$ cat src/rtl/sal_pkg.sv
// Shared constants and types for the sorted array list.
`default_nettype none
package sal_pkg;

  // Capacity of the list and derived widths
  localparam int DEPTH   = 16;
  localparam int IDX_W   = (DEPTH > 1) ? $clog2(DEPTH) : 1;
  localparam int COUNT_W = $clog2(DEPTH + 1);
  localparam int KEY_W   = 32;
  localparam int CMD_W   = 3;

  // Command codes
  localparam logic [CMD_W-1:0] CMD_INSERT = 3'd0;
  localparam logic [CMD_W-1:0] CMD_DELETE = 3'd1;
  localparam logic [CMD_W-1:0] CMD_LOOKUP = 3'd2;
  localparam logic [CMD_W-1:0] CMD_CLEAR  = 3'd3;
  localparam logic [CMD_W-1:0] CMD_REWIND = 3'd4;
  localparam logic [CMD_W-1:0] CMD_NEXT   = 3'd5;

  // Control broadcast to every cell
  typedef struct packed {
    logic             ins;    // insert accepted, list not full
    logic             del;    // delete accepted
    logic             found;  // some valid cell matches the key
    logic [KEY_W-1:0] key;
  } cell_ctrl_t;

endpackage
`default_nettype wire

$ cat src/rtl/sorted_array_list.sv
// Top level of the sorted array list: command decode, count, cursor, cell row.
//
//   channel   handshake           payload
//   command   start / busy        cmd, key
//   result    done (one cycle)    ok, key_out, length, full_res
//
// A command word is taken on any cycle with start high; busy stays low.
// Its result shows on done in the following cycle, for exactly that cycle.
// All cells compare and shift in parallel, so no command stalls the next one.
// rst (synchronous) empties the list and zeroes the cursor; stored keys
// are not cleared. The receiver cannot stall the result.
`default_nettype none
module sorted_array_list (
  input  wire logic                        clk,
  input  wire logic                        rst,
  input  wire logic                        start,
  output logic                             busy,
  input  wire logic [sal_pkg::CMD_W-1:0]   cmd,
  input  wire logic [sal_pkg::KEY_W-1:0]   key,
  output logic                             done,
  output logic                             ok,
  output logic      [sal_pkg::KEY_W-1:0]   key_out,
  output logic      [sal_pkg::COUNT_W-1:0] length,
  output logic                             full_res
);

  localparam int DEPTH   = sal_pkg::DEPTH;
  localparam int COUNT_W = sal_pkg::COUNT_W;
  localparam int KEY_W   = sal_pkg::KEY_W;
  localparam int IDX_W   = sal_pkg::IDX_W;

  logic [COUNT_W-1:0]  count, count_next;
  logic [COUNT_W-1:0]  cursor, cursor_next;
  logic [KEY_W-1:0]    ent [DEPTH];
  logic [DEPTH-1:0]    ge_vec, eq_vec, valid_vec;
  logic                found, is_full, cursor_ok;
  logic                ok_next;
  logic [KEY_W-1:0]    key_out_next;
  sal_pkg::cell_ctrl_t ctrl;

  assign busy    = 1'b0;
  assign found   = |eq_vec;
  assign is_full = (count == COUNT_W'(DEPTH));
  assign cursor_ok = (cursor < count);

  // Broadcast control to the cells
  always_comb begin
    ctrl.ins   = start && (cmd == sal_pkg::CMD_INSERT) && !is_full;
    ctrl.del   = start && (cmd == sal_pkg::CMD_DELETE);
    ctrl.found = found;
    ctrl.key   = key;
  end

  // Row of cells
  for (genvar i = 0; i < DEPTH; i++) begin : g_cell
    logic             lv, lg;
    logic [KEY_W-1:0] le, re;

    assign valid_vec[i] = (COUNT_W'(i) < count);

    if (i == 0) begin : g_first
      assign lv = 1'b1;
      assign lg = 1'b0;
      assign le = '0;
    end else begin : g_mid
      assign lv = valid_vec[i-1];
      assign lg = ge_vec[i-1];
      assign le = ent[i-1];
    end

    if (i == DEPTH - 1) begin : g_last
      assign re = ent[i];
    end else begin : g_inner
      assign re = ent[i+1];
    end

    sal_cell u_cell (
      .clk         (clk),
      .ctrl        (ctrl),
      .valid       (valid_vec[i]),
      .left_valid  (lv),
      .left_ge     (lg),
      .left_entry  (le),
      .right_entry (re),
      .entry       (ent[i]),
      .ge          (ge_vec[i]),
      .eq          (eq_vec[i])
    );
  end

  // Command decode: next count, cursor and result
  always_comb begin
    count_next   = count;
    cursor_next  = cursor;
    ok_next      = 1'b0;
    key_out_next = key;
    case (cmd)
      sal_pkg::CMD_INSERT: begin
        if (!is_full) begin
          count_next = count + 1'b1;
          ok_next    = 1'b1;
        end
      end
      sal_pkg::CMD_DELETE: begin
        if (found) begin
          count_next = count - 1'b1;
          ok_next    = 1'b1;
        end
      end
      sal_pkg::CMD_LOOKUP: begin
        ok_next = found;
      end
      sal_pkg::CMD_CLEAR: begin
        count_next = '0;
        ok_next    = 1'b1;
      end
      sal_pkg::CMD_REWIND: begin
        cursor_next = '0;
        ok_next     = 1'b1;
      end
      sal_pkg::CMD_NEXT: begin
        if (cursor_ok) begin
          key_out_next = ent[cursor[IDX_W-1:0]];
          cursor_next  = cursor + 1'b1;
          ok_next      = 1'b1;
        end
      end
      default: begin
        ok_next = 1'b0;
      end
    endcase
  end

  // Control state
  always_ff @(posedge clk) begin
    if (rst) begin
      count  <= '0;
      cursor <= '0;
      done   <= 1'b0;
    end else begin
      done <= start;
      if (start) begin
        count  <= count_next;
        cursor <= cursor_next;
      end
    end
  end

  // Result word
  always_ff @(posedge clk) begin
    if (start) begin
      ok       <= ok_next;
      key_out  <= key_out_next;
      length   <= count_next;
      full_res <= (count_next == COUNT_W'(DEPTH));
    end
  end

endmodule
`default_nettype wire

$ cat src/rtl/sal_cell.sv
// One slot of the sorted list: holds an entry and shifts with its neighbors.
`default_nettype none
module sal_cell (
  input  wire logic                      clk,
  input  wire sal_pkg::cell_ctrl_t       ctrl,
  input  wire logic                      valid,
  input  wire logic                      left_valid,
  input  wire logic                      left_ge,
  input  wire logic [sal_pkg::KEY_W-1:0] left_entry,
  input  wire logic [sal_pkg::KEY_W-1:0] right_entry,
  output logic      [sal_pkg::KEY_W-1:0] entry,
  output logic                           ge,
  output logic                           eq
);

  // Compare flags for this slot
  assign ge = valid && (entry >= ctrl.key);
  assign eq = valid && (entry == ctrl.key);

  // Insert: slots past the lower bound take the left entry, the bound takes the key.
  // Delete: slots from the first match on take the right entry.
  always_ff @(posedge clk) begin
    if (ctrl.ins) begin
      if (left_ge) begin
        entry <= left_entry;
      end else if (ge || (!valid && left_valid)) begin
        entry <= ctrl.key;
      end
    end else if (ctrl.del && ctrl.found && ge) begin
      entry <= right_entry;
    end
  end

endmodule
`default_nettype wire
$ cat config.mk
export PLATFORM = sky130hd
export DESIGN_NAME = sorted_array_list
export DESIGN_NICKNAME = d
export VERILOG_FILES = /design/src/rtl/sal_pkg.sv /design/src/rtl/sorted_array_list.sv /design/src/rtl/sal_cell.sv
export SDC_FILE = /design/constraint.sdc
export NUM_CORES = 2
export LEC_CHECK = 0
export BUFFER_PORTS_ARGS = -buffer_cell sky130_fd_sc_hd__buf_2
export CORE_ASPECT_RATIO = 0.75
export CORE_MARGIN = 2
export CORE_UTILIZATION = 45
export CTS_CLUSTER_DIAMETER = 40
export DETAILED_ROUTE_END_ITERATION = 10
export GPL_TIMING_DRIVEN = 0
export REMOVE_ABC_BUFFERS = 1
export SLEW_MARGIN = 20
export SYNTH_ARGS = -nofsm -noshare
export SYNTH_HDL_FRONTEND = slang
export SYNTH_HIERARCHICAL = 1
export SYNTH_SLANG_ARGS = --single-unit
$ cat constraint.sdc
create_clock -name clk -period 6.4 [get_ports clk]
set_clock_uncertainty 0.2 [all_clocks]
set_input_delay 0.64 -clock clk [delete_from_list [all_inputs] [get_ports clk]]
set_output_delay 0.64 -clock clk [all_outputs]
set_load 0.02 [all_outputs]
Word level (Yosys, flattened, before mapping)
Index checks and enable logic that the tools add are counted.
Widths: inputs -> output; s select.

operators by class
  add/sub/neg operators = 3
  multiply operators = 0
  div/mod/pow operators = 0
  magnitude comparators = 34
  equal/unequal tests = 39
  shifts and indexed selects = 0
  multiplexer cells = 75
  bitwise gates (word level) = 1
  reductions and logical operators = 136

operators by type and width
  operator             count
  $mux 32              65
  $eq 32x32->1         16
  $ge 32x32->1         16
  $bmux 32 s4          1
  $logic_and 1x1->1    66
  $ne 3x1->1 const B   14
  $lt 4x5->1 const A   8
  $reduce_bool 2->1    17
  $reduce_and 2->1     16
  $lt 3x5->1 const A   4
  $logic_not 1->1      17
  $logic_or 1x1->1     16
  $reduce_or 16->1     1
  $mux 5               3
  $pmux 5 s3           1
  $add 5x1->5 const B  2
  $eq 5x5->1 const B   2
  $lt 1x5->1 const A   2
  $lt 2x5->1 const A   2
  $pmux 5 s2           1
  $eq 3x2->1 const B   2
  $eq 3x3->1 const B   2
  $ge 5x5->1 const B   1
  $lt 5x5->1           1
  other kinds (10)     12

storage, ports and cells
  register bits after elaboration = 562
  bits in latches = 0
  RAM bits = 0
  ROM bits = 0
  input port bits = 38
  output and inout bits = 41
  word-level logic and storage cells = 311
  memories = 0

Logic depth before layout (Yosys ltp)
  depth after elaboration = 7
  mapped depth = 15
  mapped depth without buffers = 13

By module
The synthesis kept the hierarchy.

modules (own cells, without submodules)
  module             times used  cells each  area each (sq um)  sequential area each (sq um)
  sal_cell           16          262         2499.9             960.9
  sorted_array_list  1           443         6543.8             1391.3

Least setup slack after synthesis
No wires, ideal clock.

  path kind = in2reg
  start = input port start
  end = register g_cell[0].u_cell/entry[0] in the netlist's numbering (enable)
  setup time = 472 ps
  data arrival time = 4922 ps
  required time = 5728 ps
  setup slack = 806 ps
  cell stages on the path = 5
  path buffers = 1
  path through = clkbuf_1 inv_1 nor4_1 nand2_1 o32ai_1

RTL lines
  element                 RTL line                 RTL
  start: declaration      sorted_array_list.sv:16  input wire logic start,
  end signal: assignment  sal_cell.sv:25           entry <= left_entry;
  end signal: assignment  sal_cell.sv:27           entry <= ctrl.key;
  end signal: assignment  sal_cell.sv:30           entry <= right_entry;
  end: declaration        sal_cell.sv:11           output logic [sal_pkg::KEY_W-1:0] entry,

==> impl_metrics.ini <==
[setup_path]
end_kind = flip-flop
start_kind = flip-flop
required_ns = 6.60
startpoint = count[1]
critPathKind = flip-flop to flip-flop
reg2reg_from = count[1]
crit_arrival_ns = 6.08
cp_max_fo = 77

[drt]
vias = 35872
drtAntennaViolNets = 0
drcViolationCount = 0
routed_wl_um = 134000
avgRoutedWirePerCell_um = 21.8
drtPass1Iterations = 6
via_per_inst = 5.83
drtIter0Drc = 3672

[floorplanning]
die_w_um = 375
core_um2 = 103000
initial_core_util_pct = 45.2
io_pins = 79
die_y_um = 283
rows = 102
dieArea_um2 = 106000

[final_layout]
final_core_util_pct = 51.7
drive_gt1_share_pct = 13.3
instances_no_fill = 6157
fillers = 9231
nets = 5265
area_delta_synth_final_pct = 14.4

[placement]
placedCellCount = 5943
port_buffers = 77
place_hpwl_um = 102000
place_ws_ns = 0.636
place_congestion = 0.965

[timing]
finalCriticalPeriod_ns = 5.88
setup_viol = 0
rsz0062_at_grt = no
layout_worst_path_cycle_share_pct = 91.9
final-max-slew-violation-count = 0
finalHoldViolations = 0
relSlewSlack_pct = 19.2
fmax_mhz = 170
setup_tns_ns = 0
setup_ws_ns = 0.517
tightest_slew_ns = 1.20

[cts]
clock_path_buffers = 3
htree_levels = 3
clk_latency_ns = 0.72
cts_resized = 0
cts-root-buf = clkbuf_16
cts_sinks = 562
cts_tree = done
hold_buffers = 1
clk_pin_slew_ns = 0.05
cts_made_buffers = 112
postCtsSetupRepairBufs = 0

[pwr]
powerDensity_nw_per_um2 = 217
irDropWorstVdd_mv = 0.192
fin_total_pwr_mw = 11.5
power_leakage_nw = 21.7

[grt]
grt.met1_usage_pct = 37.0
grt_antenna_before_repair = 18
grt_usage_pct = 25.2
gr-usage-met3_pct = 5.58
use_met2_pct = 36.7
grt_most_used_layer = met1
grt_pass1_vias = 34672
overflow = 0
grt_max_degree = 80
grt_pass1_wl_um = 206000

[flow_run]
cap_violations = 0

[hold_path]
hp-class = flip-flop to flip-flop
min_from = cursor[4]

[synthesis]
synth_area_um2 = 46500
synthCells = 4634
yosysWarnings = 6
postSynthAreaPerCell_um2 = 10.0

[run_status]
status = finished clean
[cell usage in the layout, fill, tap and decap left out, types with 17 or more instances in the layout]
| master | instances |
|---|---|
| a221oi_1 | 49 |
| a21oi_1 | 683 |
| o211ai_1 | 18 |
| buf_16 | 22 |
| nor2_1 | 574 |
| buf_12 | 18 |
| mux2_2 | 32 |
| nand3_1 | 58 |
| inv_1 | 584 |
| nand2_1 | 128 |
| o21ai_0 | 36 |
| mux2i_1 | 513 |
| nor4_2 | 18 |
| mux4_2 | 160 |
| clkinv_2 | 18 |
| ha_1 | 521 |
| o21ai_1 | 60 |
| nor3_1 | 20 |
| buf_2 | 78 |
| clkinv_1 | 17 |
| buf_8 | 25 |
| and4_1 | 17 |
| nand4_1 | 80 |
| a211oi_1 | 18 |
| o211a_1 | 18 |
| clkbuf_16 | 115 |
| edfxtp_1 | 551 |
| nor4_1 | 37 |
| a21o_1 | 51 |
| conb_1 | 35 |
[routing by layer]
metal	wire length, um	vias up	share of wire, %
met5	250	-	0.19
met4	3660	4	2.7
met3	11100	197	8.2
met2	56400	1284	42
met1	63100	17053	47
li1	-	17334	-
[path summary, 6_finish.rpt]
kind                                      end  slack [ns]  depth (start not counted)
setup / recovery  g_cell[13].u_cell/entry[23]        0.52                         14
hold / removal                      cursor[4]        0.31                          2
setup reg to reg  g_cell[13].u_cell/entry[23]        0.52                         14
hold reg to reg                     cursor[4]        0.31                          2
[through the flow]
stage	hold WS (ns)	instance area, um^2
after floorplan	0.263	45500
after global routing	0.339	53200
after detailed placement	0.302	49500
final	0.307	53200
after global placement	0.281	47600
after CTS	0.294	53200
[critical path, stage by stage (launching register included)]
cell and delay, ns:
dfxtp_1 0.64, inv_1 0.28, ha_1 0.25, and4bb_1 0.25, nor4_1 0.64, and2_4 0.60, buf_12 0.30, buf_16 0.31
buf_16 0.29, buf_16 0.30, buf_16 0.28, buf_16 0.29, inv_1 0.13, o32ai_4 0.35, buf_8 0.25
[power breakdown]
group          total, mW  switching, mW  internal (mW)
logic               1.52          0.928          0.592
clock network       5.86           2.19           3.67
registers           4.16         0.0621           4.10
[area by class of cell]
| cell class | instances | area (um^2) | share of cell area, % |
|---|---|---|---|
| flip-flops and latches | 562 | 16800 | 31.5 |
| clock inverters | 85 | 822 | 1.54 |
| well taps | 1352 | 1690 | 3.18 |
| diodes | 3 | 7.51 | 0.0141 |
| inverters | 591 | 2220 | 4.17 |
| clock buffers | 125 | 2920 | 5.48 |
| multi-input cells | 3286 | 26900 | 50.6 |
| repair buffers | 153 | 1840 | 3.45 |
[sequential cells by signal, summed over array words and instances, names as in the netlist]
register	cells
length	5
cursor	5
count	5
key_out	32
full_res	1
done	1
ok	1
g_cell.u_cell/entry	512
Note: power is estimated with default switching activity, not from simulation.
